--- config.mk ---
export PLATFORM = sky130hd
export DESIGN_NAME = gnt_slot_mem
export DESIGN_NICKNAME = d
export VERILOG_FILES = /design/src/hw/rtl/gnt_pkg.sv /design/src/hw/rtl/gnt_slot_mem.sv
export SDC_FILE = /design/constraint.sdc
export NUM_CORES = 1
export LEC_CHECK = 0
export ABC_CLOCK_PERIOD_IN_PS = 17760
export BUFFER_PORTS_ARGS = -buffer_cell sky130_fd_sc_hd__buf_2
export CAP_MARGIN = 20
export CORE_UTILIZATION = 30
export CTS_CLUSTER_SIZE = 25
export DETAILED_ROUTE_END_ITERATION = 16
export GPL_TIMING_DRIVEN = 0
export PLACE_DENSITY = 0.46
export SLEW_MARGIN = 5
export SYNTH_ARGS = -nofsm -noshare
export SYNTH_HDL_FRONTEND = slang
export SYNTH_SLANG_ARGS = --single-unit
--- constraint.sdc ---
create_clock -name clk -period 17.76 [get_ports clk]
set_clock_uncertainty 0.15 [all_clocks]
set_input_delay 3.552 -clock clk [delete_from_list [all_inputs] [get_ports clk]]
set_output_delay 3.552 -clock clk [all_outputs]
set_load 0.02 [all_outputs]
--- src/hw/rtl/gnt_pkg.sv ---
// Shared types and constants of the greedy neighbor table.
// Used by the interfaces, the slot memory, the scan datapath and the top level.
package gnt_pkg;

	localparam int unsigned TABLE_DEPTH_DEF = 16;
	localparam int unsigned ADDR_W          = 32;
	localparam int unsigned POS_W           = 20;
	localparam int unsigned TIME_W          = 32;
	localparam int unsigned LIFE_W          = 16;
	localparam int unsigned SQ_W            = 40;
	localparam int unsigned DIST_W          = 41;
	localparam int unsigned PADDR_W         = 3;
	localparam int unsigned PDATA_W         = 32;

	localparam logic [LIFE_W-1:0] LIFETIME_RESET = 16'd2000;

	typedef enum logic [2:0] {
		K_ADD    = 3'd0,
		K_DELETE = 3'd1,
		K_CLEAR  = 3'd2,
		K_QUERY  = 3'd3,
		K_LOOKUP = 3'd4
	} kind_e;

	typedef enum logic [2:0] {
		ST_DONE     = 3'd0,
		ST_FULL     = 3'd1,
		ST_HOP      = 3'd2,
		ST_EMPTY    = 3'd3,
		ST_LOCALMIN = 3'd4,
		ST_PRESENT  = 3'd5,
		ST_ABSENT   = 3'd6
	} status_e;

	// Register index, taken from paddr above the byte offset.
	localparam logic REG_LIFETIME = 1'b0;

	typedef struct packed {
		logic [ADDR_W-1:0]       address;
		logic signed [POS_W-1:0] x;
		logic signed [POS_W-1:0] y;
		logic [TIME_W-1:0]       stamp;
	} slot_t;

	typedef struct packed {
		logic start;
		logic rd_en;
		logic last;
	} scan_ctl_t;

	typedef struct packed {
		logic              done;
		logic              match;
		logic              free;
		logic              any;
		logic [DIST_W-1:0] best_dist;
		logic [ADDR_W-1:0] best_addr;
		logic [DIST_W-1:0] own_dist;
	} scan_sum_t;

endpackage

--- src/hw/rtl/gnt_slot_mem.sv ---
// Slot payload memory: address, position and stamp of each neighbor.
// One write port, one read port with registered read data. Depends on gnt_pkg.
module gnt_slot_mem import gnt_pkg::*; #(
	parameter int unsigned TABLE_DEPTH = TABLE_DEPTH_DEF,
	localparam int unsigned IDX_W = $clog2(TABLE_DEPTH)
) (
	input  logic             clk,
	input  logic             wr_en,
	input  logic [IDX_W-1:0] wr_idx,
	input  slot_t            wr_data,
	input  logic             rd_en,
	input  logic [IDX_W-1:0] rd_idx,
	output slot_t            rd_data
);

	slot_t mem [TABLE_DEPTH];

	always_ff @(posedge clk) begin
		if (wr_en) begin
			mem[wr_idx] <= wr_data;
		end
	end

	always_ff @(posedge clk) begin
		if (rd_en) begin
			rd_data <= mem[rd_idx];
		end
	end

endmodule

==> impl_metrics.env <==
export IMPL_status="finished, final reports clean"
export IMPL_place_area_mm2=0.07218
export IMPL_grt_pass1_wl_um=242600
export IMPL_synth_seq_cells=1768
export IMPL_vias_per_cell=4.837
export IMPL_yosys_warnings=0
export IMPL_drive_gt1_share_pct=32.57
export IMPL_reg2reg_to="rd_data[92]$_DFFE_PP_"
export IMPL_firstDrtPassIters=5
export IMPL_row_count=170
export IMPL_finalHoldViolCount=0
export IMPL_cts_root_buf="clkbuf_16"
export IMPL_grt_pass1_vias=31430
export IMPL_start_kind="primary input"
export IMPL_crit_type="primary input to flip-flop"
export IMPL_relSlewSlack_pct=25.10
export IMPL_numCtsBuffers=181
export IMPL_portBuffers=216
export IMPL_drtIter0Drc=2393
export IMPL_power_density_mw_per_mm2=114.2
export IMPL_post_cts_buffers=0
export IMPL_area_growth_pct=19.31
export IMPL_maxCapViolCount=0
export IMPL_min_delay_start="mem[14][77]$_DFFE_PP_"
export IMPL_most_common_layout_cells="1768 x edfxtp_1, 416 x mux4_2, 249 x buf_2, 208 x a22oi_1, 181 x clkbuf_16"
export IMPL_setup_slack_ns=11.86
export IMPL_synthTopCellsByArea="edfxtp_1 81%, mux4_2 14%, a22oi_1 2.4%, nand2_1 0.60%, buf_6 0.41%"
export IMPL_synth_compound_area_share_pct=2.391
export IMPL_drc=0
export IMPL_period_needed_ns=5.903
export IMPL_r2r_start="mem[10][92]$_DFFE_PP_"
export IMPL_wire_per_inst_um=27.70
export IMPL_grt_max_degree=63
export IMPL_antenna_found_initial=49
export IMPL_die_h_um=468.6
export IMPL_holdPathEnd="rd_data[77]$_DFFE_PP_"
export IMPL_synth_seq_area_share_pct=81.30
export IMPL_die_x_um=468.6
export IMPL_cts_resized=0
export IMPL_muxShareOfSynthArea_pct=14.35
export IMPL_ioPinCount=219
export IMPL_busiest_layer="met2"
export IMPL_clock_fmax_mhz=169.4
export IMPL_stdcell_area_mm2=0.07792
export IMPL_syn_mean_instance_area_um2=24.53
export IMPL_setup_viol=0
export IMPL_crit_fanout=9
export IMPL_gp_congestion=0.6737
export IMPL_grt_use_met3_pct=3.440
export IMPL_synth_simple_gate_area_share_pct=0.8009
export IMPL_slew_violations=0
export IMPL_p_leak_nw=24.63
export IMPL_hold_depth=3
export IMPL_cts_tree="done"
export IMPL_rr_worst_depth=3
export IMPL_clk_latency_ns=0.82
export IMPL_clock_sinks=1768
export IMPL_dp_slack_ns=11.05
export IMPL_final_setup_tns_ns=0
export IMPL_arrival_ns=6.27
export IMPL_nets=3311
export IMPL_routed_wl_um=171300
export IMPL_grt_ovfl_total=0
export IMPL_critPathCaptureType="flip-flop"
export IMPL_yosysUniqueCellTypes=17
export IMPL_clk_pin_slew_worst_paths_ns=0.06
export IMPL_synthesis_nets=2777
export IMPL_reg2reg_slack_ns=16.00
export IMPL_start_util_pct=30.31
export IMPL_die_area_mm2=0.2195
export IMPL_hold_path_class="flip-flop to flip-flop"
export IMPL_use_met2_pct=25.47
export IMPL_use_met1_pct=21.02
export IMPL_grt_setup_unrepaired="false"
export IMPL_synth_top_cell_by_area="edfxtp_1"
export IMPL_syn_inst=2662
export IMPL_peakVddDrop_mv=0.07387
export IMPL_synth_top_family_by_area="multiplexers"
export IMPL_drtAntennaViolNets=0
export IMPL_yosysTopAreaCellShare_pct=81.30
export IMPL_synth_cell_area_mm2=0.06530
export IMPL_synthAdderAreaFrac_pct=0
export IMPL_design_core_area_mm2=0.2155
export IMPL_clockBufferDepth=3
export IMPL_final_common_cell="edfxtp_1"
export IMPL_worstPathRequired_ns=18.13
export IMPL_grt_usage_pct=15.63
export IMPL_yosys_area_share_xor_xnor_pct=0
export IMPL_hpwl_um=110300
export IMPL_worst_pin_slew_ns=1.123
export IMPL_hold_buffers=0
export IMPL_finalCritPeriodShare_pct=33.24
export IMPL_vias=29920
export IMPL_htreeDepth=4
[per-stage QoR]
step                cells  hold slack [ns]  power [mW]  utilization, %
detailed placement   5851           0.5873       5.300           33.50
CTS                  6178           0.5990       9.022           36.15
global route         6182           0.6268       9.192           36.16
finish               6185           0.5950       8.899           36.16
global placement     5716           0.5845       5.298           32.46
floorplan            2662           0.5603       5.064               -
[worst max-delay path by stage]
stage | end | start | cells past startpoint
6_report | mem[4][79]$_DFFE_PP_ | wr_idx[3] | 10
5_1_grt | mem[4][79]$_DFFE_PP_ | wr_idx[3] | 10
4_1_cts | mem[4][79]$_DFFE_PP_ | wr_idx[3] | 10
3_5_place_dp | mem[4][79]$_DFFE_PP_ | wr_idx[3] | 10
3_3_place_gp | mem[8][81]$_DFFE_PP_ | wr_idx[2] | 3
2_1_floorplan | mem[0][0]$_DFFE_PP_ | wr_idx[2] | 2
[layer usage]
layer	wire [µm]	up-vias	part of all wire, %
met5	290	-	0.17
met4	4316	44	2.5
met3	8828	273	5.2
met2	82720	729	48
met1	75140	16260	44
li1	-	12610	-
[sequential cells by signal, indices dropped and copies added (netlist names)]
signal   flops
mem       1664
rd_data    104
[power breakdown]
group | internal (mW) | switching, mW
sequential | 4.70 | 0.0268
combinational | 0.175 | 0.294
clock | 2.07 | 1.64
total | 6.94 | 1.96
[worst max-delay path: stages]
cell and delay (ns):
buf_2 0.13, nand3b_1 0.37, nor3_2 0.74, buf_6 0.25, buf_4 0.21, buf_6 0.19, buf_6 0.18, buf_6 0.17
buf_4 0.23, buf_4 0.23
[cell type report]
type	count	area, µm²
antenna	7	17.52
buffer	139	762.0
clock buffer	222	4683
clock inverter	105	1040
fill	19620	137600
multi-input combinational	755	11560
sequential	1768	53090
tap	2838	3551
timing repair buffer	351	3209
[cell usage after synthesis, drive strengths merged]
cell type / count
nor3: 4
nand2b: 2
nand3: 1
buf: 72
nand3b: 2
nor2: 13
a22oi: 208
mux4: 416
nand2: 105
and2: 1
clkbuf: 67
edfxtp: 1768
nor2b: 2
or3b: 1
[kinds of logic (layout without fill, tap and decap cells)]
group	count (synthesis)	in the layout
compound gates	208	208
simple gates	131	131
other cells	0	7
flops	1768	1768
buf+inv	139	817
mux	416	416
Power figures use the tool's default switching activity.
