File: src/hw/rtl/gnt_pkg.sv
// Shared types and constants of the greedy neighbor table.
// Used by the interfaces, the slot memory, the scan datapath and the top level.
package gnt_pkg;

	localparam int unsigned TABLE_DEPTH_DEF = 16;
	localparam int unsigned ADDR_W          = 32;
	localparam int unsigned POS_W           = 20;
	localparam int unsigned TIME_W          = 32;
	localparam int unsigned LIFE_W          = 16;
	localparam int unsigned SQ_W            = 40;
	localparam int unsigned DIST_W          = 41;
	localparam int unsigned PADDR_W         = 3;
	localparam int unsigned PDATA_W         = 32;

	localparam logic [LIFE_W-1:0] LIFETIME_RESET = 16'd2000;

	typedef enum logic [2:0] {
		K_ADD    = 3'd0,
		K_DELETE = 3'd1,
		K_CLEAR  = 3'd2,
		K_QUERY  = 3'd3,
		K_LOOKUP = 3'd4
	} kind_e;

	typedef enum logic [2:0] {
		ST_DONE     = 3'd0,
		ST_FULL     = 3'd1,
		ST_HOP      = 3'd2,
		ST_EMPTY    = 3'd3,
		ST_LOCALMIN = 3'd4,
		ST_PRESENT  = 3'd5,
		ST_ABSENT   = 3'd6
	} status_e;

	// Register index, taken from paddr above the byte offset.
	localparam logic REG_LIFETIME = 1'b0;

	typedef struct packed {
		logic [ADDR_W-1:0]       address;
		logic signed [POS_W-1:0] x;
		logic signed [POS_W-1:0] y;
		logic [TIME_W-1:0]       stamp;
	} slot_t;

	typedef struct packed {
		logic start;
		logic rd_en;
		logic last;
	} scan_ctl_t;

	typedef struct packed {
		logic              done;
		logic              match;
		logic              free;
		logic              any;
		logic [DIST_W-1:0] best_dist;
		logic [ADDR_W-1:0] best_addr;
		logic [DIST_W-1:0] own_dist;
	} scan_sum_t;

endpackage

File: src/hw/rtl/gnt_scan.sv
// Scan datapath: match and free-slot search, expiry and nearest-neighbor
// selection over a three-stage pipeline fed by the slot memory. Depends on gnt_pkg.
module gnt_scan import gnt_pkg::*; #(
	parameter int unsigned TABLE_DEPTH = TABLE_DEPTH_DEF,
	localparam int unsigned IDX_W = $clog2(TABLE_DEPTH)
) (
	input  logic                    clk,
	input  logic                    arst_n,
	input  scan_ctl_t               ctl,
	input  logic [IDX_W-1:0]        rd_idx,
	input  logic [2:0]              kind,
	input  logic [ADDR_W-1:0]       address,
	input  logic signed [POS_W-1:0] pos_x,
	input  logic signed [POS_W-1:0] pos_y,
	input  logic signed [POS_W-1:0] own_x,
	input  logic signed [POS_W-1:0] own_y,
	input  logic [TIME_W-1:0]       now_ms,
	input  logic [LIFE_W-1:0]       lifetime,
	input  slot_t                   rd_data,
	input  logic [TABLE_DEPTH-1:0]  slot_valid,
	output logic                    expire_en,
	output logic [IDX_W-1:0]        expire_idx,
	output scan_sum_t               sum,
	output logic [IDX_W-1:0]        match_idx,
	output logic [IDX_W-1:0]        free_idx
);

	logic                    vld_s1, last_s1;
	logic [IDX_W-1:0]        idx_s1;
	logic                    keep_s2, last_s2;
	logic signed [POS_W:0]   dx_s2, dy_s2;
	logic [ADDR_W-1:0]       addr_s2;
	logic                    keep_s3, last_s3;
	logic [SQ_W-1:0]         sqx_s3, sqy_s3;
	logic [ADDR_W-1:0]       addr_s3;

	logic                    live, hit, expired, keep;
	logic [TIME_W-1:0]       elapsed;
	logic signed [2*POS_W+1:0] prod_x, prod_y, own_prod_x, own_prod_y;
	logic [DIST_W-1:0]       cand_dist;
	logic                    better;

	logic                    match_q, free_q, any_q;
	logic [DIST_W-1:0]       best_dist_q;
	logic [ADDR_W-1:0]       best_addr_q;
	logic [IDX_W-1:0]        match_idx_q, free_idx_q;
	logic signed [POS_W:0]   odx_q, ody_q;
	logic [SQ_W-1:0]         osqx_q, osqy_q;
	logic [DIST_W-1:0]       own_dist_q;

	// Stage 1: the slot read issued last cycle is on rd_data.
	always_comb begin
		live      = vld_s1 && slot_valid[idx_s1];
		hit       = live && (rd_data.address == address);
		elapsed   = now_ms - rd_data.stamp;
		expired   = elapsed >= TIME_W'(lifetime);
		expire_en = live && (kind == K_QUERY) && expired;
		keep      = live && !expired;
	end
	assign expire_idx = idx_s1;

	assign prod_x     = dx_s2 * dx_s2;
	assign prod_y     = dy_s2 * dy_s2;
	assign own_prod_x = odx_q * odx_q;
	assign own_prod_y = ody_q * ody_q;

	// Stage 3: compare against the running best, lower address wins a tie.
	always_comb begin
		cand_dist = DIST_W'(sqx_s3) + DIST_W'(sqy_s3);
		better    = !any_q || (cand_dist < best_dist_q)
			|| ((cand_dist == best_dist_q) && (addr_s3 < best_addr_q));
	end

	always_ff @(posedge clk or negedge arst_n) begin
		if (!arst_n) begin
			vld_s1  <= 1'b0;
			last_s1 <= 1'b0;
			keep_s2 <= 1'b0;
			last_s2 <= 1'b0;
			keep_s3 <= 1'b0;
			last_s3 <= 1'b0;
			match_q <= 1'b0;
			free_q  <= 1'b0;
			any_q   <= 1'b0;
		end else begin
			vld_s1  <= ctl.rd_en;
			last_s1 <= ctl.rd_en && ctl.last;
			keep_s2 <= keep;
			last_s2 <= last_s1;
			keep_s3 <= keep_s2;
			last_s3 <= last_s2;
			if (ctl.start) begin
				match_q <= 1'b0;
				free_q  <= 1'b0;
				any_q   <= 1'b0;
			end else begin
				if (hit && !match_q) begin
					match_q <= 1'b1;
				end
				if (vld_s1 && !slot_valid[idx_s1] && !free_q) begin
					free_q <= 1'b1;
				end
				if (keep_s3 && better) begin
					any_q <= 1'b1;
				end
			end
		end
	end

	always_ff @(posedge clk) begin
		idx_s1  <= rd_idx;
		dx_s2   <= (POS_W+1)'(rd_data.x) - (POS_W+1)'(pos_x);
		dy_s2   <= (POS_W+1)'(rd_data.y) - (POS_W+1)'(pos_y);
		addr_s2 <= rd_data.address;
		sqx_s3  <= prod_x[SQ_W-1:0];
		sqy_s3  <= prod_y[SQ_W-1:0];
		addr_s3 <= addr_s2;
		if (hit && !match_q) begin
			match_idx_q <= idx_s1;
		end
		if (vld_s1 && !slot_valid[idx_s1] && !free_q) begin
			free_idx_q <= idx_s1;
		end
		if (keep_s3 && better) begin
			best_dist_q <= cand_dist;
			best_addr_q <= addr_s3;
		end
		// The node's own distance follows the held request; it settles
		// long before the scan ends.
		odx_q      <= (POS_W+1)'(own_x) - (POS_W+1)'(pos_x);
		ody_q      <= (POS_W+1)'(own_y) - (POS_W+1)'(pos_y);
		osqx_q     <= own_prod_x[SQ_W-1:0];
		osqy_q     <= own_prod_y[SQ_W-1:0];
		own_dist_q <= DIST_W'(osqx_q) + DIST_W'(osqy_q);
	end

	always_comb begin
		sum.done      = last_s3;
		sum.match     = match_q;
		sum.free      = free_q;
		sum.any       = any_q;
		sum.best_dist = best_dist_q;
		sum.best_addr = best_addr_q;
		sum.own_dist  = own_dist_q;
	end
	assign match_idx = match_idx_q;
	assign free_idx  = free_idx_q;

endmodule

File: config.mk
export PLATFORM = sky130hd
export DESIGN_NAME = gnt_scan
export DESIGN_NICKNAME = d
export VERILOG_FILES = /design/src/hw/rtl/gnt_pkg.sv /design/src/hw/rtl/gnt_scan.sv
export SDC_FILE = /design/constraint.sdc
export NUM_CORES = 2
export LEC_CHECK = 0
export BUFFER_PORTS_ARGS = -buffer_cell sky130_fd_sc_hd__buf_4
export CORE_ASPECT_RATIO = 1.1
export CORE_UTILIZATION = 30
export DETAILED_ROUTE_END_ITERATION = 10
export PLACE_DENSITY_LB_ADDON = 0.12
export SETUP_SLACK_MARGIN = 0.05
export SKIP_CTS_REPAIR_TIMING = 1
export SYNTH_ARGS = -nofsm -noshare
export SYNTH_HDL_FRONTEND = slang
export SYNTH_SLANG_ARGS = --single-unit
File: constraint.sdc
create_clock -name clk -period 16.15 [get_ports clk]
set_clock_uncertainty 0.1 [all_clocks]
set_input_delay 1.615 -clock clk [delete_from_list [all_inputs] [get_ports clk]]
set_output_delay 1.615 -clock clk [all_outputs]
set_load 0.01 [all_outputs]
==> report_table.html <==
<table>
<tr><th>Metric</th><th>Value</th></tr>
<tr><th colspan="2">Outcome</th></tr>
<tr><td>Status</td><td>finished, final reports clean</td></tr>
<tr><th colspan="2">Logic synthesis</th></tr>
<tr><td>Count of different cell masters after synthesis</td><td>just under 80</td></tr>
<tr><td>Count of flip-flops with a built-in enable after synthesis</td><td>between 80 and 90</td></tr>
<tr><td>Post-synthesis register bit count</td><td>around 440</td></tr>
<tr><td>Share of flip-flops with an asynchronous set or reset after synthesis</td><td>2.05%</td></tr>
<tr><td>Average instance area after synthesis</td><td>9.51 um2</td></tr>
<tr><td>Cell type contributing the most total cell area after synthesis</td><td>fa_1</td></tr>
<tr><td>Post-synthesis instance total</td><td>just over 8000</td></tr>
<tr><td>Yosys warning count</td><td>0</td></tr>
<tr><td>Netlist area before placement</td><td>between 70000 and 80000 um2</td></tr>
<tr><td>Dominant cells by area after synthesis</td><td>fa_1 42%, ha_1 13%, inv_1 11%</td></tr>
<tr><td>Top-area cell type share of the netlist area</td><td>between 40% and 50%</td></tr>
<tr><td>Synth Flop Type</td><td>dfxtp_1</td></tr>
<tr><td>Proportion of synthesized chip area in sequential cells</td><td>between 10% and 20%</td></tr>
<tr><td>Net Count, Synth</td><td>roughly 11000</td></tr>
<tr><th colspan="2">Cells and area</th></tr>
<tr><td>Finished Layout Cells</td><td>roughly 12000</td></tr>
<tr><td>Number of nets in the final layout</td><td>~11000</td></tr>
<tr><td>Post-route design area</td><td>between 80000 and 90000 um2</td></tr>
<tr><td>Layout Area Growth over Synthesis</td><td>12.1%</td></tr>
<tr><td>Fraction of layout cells with a size suffix above 1</td><td>7.70%</td></tr>
<tr><th colspan="2">Worst setup path</th></tr>
<tr><td>Max Fanout on Critical Path</td><td>3</td></tr>
<tr><td>Crit path DAT</td><td>between 7 and 8 ns</td></tr>
<tr><td>Data required, critical path</td><td>between 10 and 15 ns</td></tr>
<tr><td>Critical path endpoint category</td><td>output port</td></tr>
<tr><td>Element type at the critical path start</td><td>input pin</td></tr>
<tr><td>Path type of the worst setup path</td><td>input pin to output port</td></tr>
<tr><th colspan="2">Die</th></tr>
<tr><td>Standard cell core area</td><td>255000 um2</td></tr>
<tr><td>Overall die area</td><td>approximately 260000 um2</td></tr>
<tr><td>I/O pin count</td><td>between 400 and 500</td></tr>
<tr><td>Width of the die</td><td>485 um</td></tr>
<tr><td>Number of standard-cell rows in the floorplan</td><td>slightly below 200</td></tr>
<tr><td>Initial core utilization</td><td>a little under a third</td></tr>
<tr><td>Vertical die dimension</td><td>between 500 and 600 um</td></tr>
<tr><th colspan="2">Clock tree</th></tr>
<tr><td>Clock sink total</td><td>about 440</td></tr>
<tr><td>Clock tree from TritonCTS</td><td>done</td></tr>
<tr><td>Number of buffers created by CTS</td><td>55</td></tr>
<tr><td>Clock transition at path regs</td><td>0.06 ns</td></tr>
<tr><td>Clock latency reported for the late side of the worst-skew pair</td><td>roughly 0.7 ns</td></tr>
<tr><td>Clock Tree Buf Depth</td><td>3</td></tr>
<tr><td>H-tree level count</td><td>2</td></tr>
<tr><td>Master cell of the clock root buffer</td><td>clkbuf_16</td></tr>
<tr><th colspan="2">GRT</th></tr>
<tr><td>Largest net degree at the start of global routing</td><td>between 60 and 70</td></tr>
<tr><td>Number of antenna violations at the first check in global routing</td><td>8</td></tr>
<tr><td>Via count of the first global-routing pass</td><td>around 60000</td></tr>
<tr><td>Gr ovfl total</td><td>0</td></tr>
<tr><td>Tot GR Track Use</td><td>between 10% and 20%</td></tr>
<tr><td>First-pass GRT wire length</td><td>between 300 and 400 mm</td></tr>
<tr><th colspan="2">Routing</th></tr>
<tr><td>Post-route DRC violation count</td><td>0</td></tr>
<tr><td>Total via count after detailed routing</td><td>about 53000</td></tr>
<tr><td>Via-to-Cell Ratio</td><td>4.44</td></tr>
<tr><td>Routed wire length per instance</td><td>18.4 um</td></tr>
<tr><td>Remaining antenna violation count</td><td>0</td></tr>
<tr><td>Number of optimization iterations in the first detailed-route pass</td><td>5</td></tr>
<tr><td>Drt first-iter violations</td><td>1911</td></tr>
<tr><td>Detailed-route wire length</td><td>220 mm</td></tr>
<tr><th colspan="2">STA</th></tr>
<tr><td>Final setup vio count</td><td>0</td></tr>
<tr><td>Final Max Slew Viols</td><td>0</td></tr>
<tr><td>Max-slew headroom at the worst pin</td><td>between 15 and 20%</td></tr>
<tr><td>Post-layout minimum cycle time</td><td>8.81 ns</td></tr>
<tr><td>Setup repair after global routing missed its margin</td><td>no</td></tr>
<tr><td>Final Cycle Share</td><td>roughly 55%</td></tr>
<tr><td>Slew at the pin closest to its max-slew limit</td><td>roughly 1.2 ns</td></tr>
<tr><td>Worst hold slack after final layout</td><td>roughly 0.23 ns</td></tr>
<tr><td>Aggregate negative setup slack</td><td>0 ns</td></tr>
<tr><td>Count of endpoints failing hold in the final timing report</td><td>0</td></tr>
<tr><td>Timing-limited maximum frequency</td><td>approximately 110 MHz</td></tr>
<tr><th colspan="2">Min path</th></tr>
<tr><td>Worst min-delay path class</td><td>flop to flop</td></tr>
<tr><th colspan="2">Placed design</th></tr>
<tr><td>Cell area after placement</td><td>~84000 um2</td></tr>
<tr><td>Total placed cells including tap cells</td><td>roughly 12000</td></tr>
<tr><td>Count of buffers inserted at the top-level ports</td><td>around 420</td></tr>
<tr><td>Dpl hpwl</td><td>187 mm</td></tr>
<tr><td>Routability Congestion</td><td>between 0.8 and 0.9</td></tr>
<tr><th colspan="2">Job</th></tr>
<tr><td>Max-Cap Viols</td><td>0</td></tr>
</table>
==> per-stage QoR <==
| step | utilization, % | worst slack, ns |
|---|---|---|
| after global routing | 33.9 | 6.80 |
| after floorplan | - | 8.60 |
| final | 33.9 | 7.34 |
| after detailed placement | 33.1 | 7.28 |
| after global placement | 33.1 | 7.16 |
| after CTS | 33.9 | 7.26 |
==> path summary, 6_finish.rpt <==
kind,from,to,slack (ns),cells past startpoint
hold / removal,addr_s2[18]$_DFF_P_,addr_s3[18]$_DFF_P_,0.23,0
min in group asynchronous,arst_n,match_q$_DFFE_PN0P_,0.64,1
setup / recovery,now_ms[0],expire_en,7.34,25
setup reg to reg,ody_q[12]$_DFF_P_,osqy_q[39]$_DFF_P_,7.63,26
max in group asynchronous,arst_n,last_s1$_DFF_PN0_,15.16,1
hold reg to reg,addr_s2[18]$_DFF_P_,addr_s3[18]$_DFF_P_,0.23,0
==> cell families after synthesis <==
| logic type | Yosys count | synth area share [%] |
|---|---|---|
| AO/OA/AOI/OAI | 768 | 6.51 |
| XOR/XNOR | 399 | 4.53 |
| multiplexers | 17 | 0.320 |
| AND/OR/NAND/NOR | 1683 | 10.2 |
| adder cells (fa/ha/maj) | 2375 | 54.2 |
| flip-flops | 439 | 12.5 |
| buffers and inverters | 2425 | 11.8 |
==> worst max-delay path, cell delays in order <==
cell and delay [ns]:
buf_4 0.11, inv_1 0.04, ha_1 0.16, inv_1 0.05, fa_1 0.39, a21o_1 0.20
a21oi_2 0.20, o21ai_1 0.13, a2111oi_1 0.59, nor3_1 0.15, or2_2 0.32, a31oi_1 0.21
xnor2_1 0.16, ha_1 0.26, nor2b_1 0.13, o21ai_0 0.16, o21ai_0 0.11, nor3_1 0.20
o211ai_1 0.11, a211o_1 0.24, nor4_1 0.43, nand4_1 0.15, a2111o_1 0.58, nor4b_1 0.23
buf_4 0.15
==> area by class of cell <==
| cell class | instances | area, um2 |
|---|---|---|
| well taps | 3332 | 4170 |
| clock buffers | 63 | 1450 |
| flip-flops and latches | 439 | 9640 |
| multi-input cells | 5242 | 58400 |
| diodes | 69 | 173 |
| fillers | 26582 | 168000 |
| repair buffers | 507 | 3810 |
| clock inverters | 41 | 397 |
| inverters | 2250 | 8450 |
==> state kept, by name, summed over array words and instances, names as in the netlist, 4 cells and up <==
name,count
addr_s2,32
odx_q,21
sqy_s3,39
expire_idx,4
match_idx,4
own_dist_q,41
ody_q,21
osqy_q,39
best_addr_q,32
best_dist_q,41
osqx_q,39
sqx_s3,39
addr_s3,32
dy_s2,21
dx_s2,21
free_idx,4
==> synthesized netlist by cell type, drive strengths merged (11+ instances only) <==
library cell	count
inv	2243
fa	1604
ha	771
nand2	641
nor2	397
dfxtp	349
xnor2	274
and2	261
a21oi	221
clkbuf	161
o21ai	144
a21o	125
xor2	125
edfxtp	81
nor2b	72
nor3	70
o21a	59
nand2b	57
nand3	53
nand4	31
o21bai	26
and3	25
a31oi	24
a211oi	21
or2	17
or3	17
a21boi	16
a31o	16
buf	14
nor4	14
o211ai	13
mux2	11
==> metal layers <==
metal	wire length, um	track usage (%)
met2	120000	33.6
met1	88200	20.3
met4	6810	5.26
met3	4900	1.57
met5	0	0
==> placed cells by master (no fill, tap or decap), types with 11 or more instances in the layout <==
cell type and instances:
inv_1 2243, fa_1 1604, ha_1 771, nand2_1 641
buf_4 507, nor2_1 396, dfxtp_1 349, xnor2_1 274
and2_1 261, a21oi_1 218, o21ai_0 139, xor2_1 125
a21o_1 125, edfxtp_1 81, nor2b_1 72, nor3_1 70
diode_2 69, o21a_1 59, nand2b_1 57, clkbuf_16 56
nand3_1 53, nand4_1 31, o21bai_1 26, and3_1 25
a31oi_1 24, a211oi_1 20, or3_1 17, clkinv_1 16
a31o_2 16, or2_2 16, a21boi_0 16, nor4_1 13
o211ai_1 12, clkinv_2 12, mux2_2 11
Power is left out: the tool's default activity adds up to more than one toggle a clock period on the data nets, which glitch-free logic cannot reach.
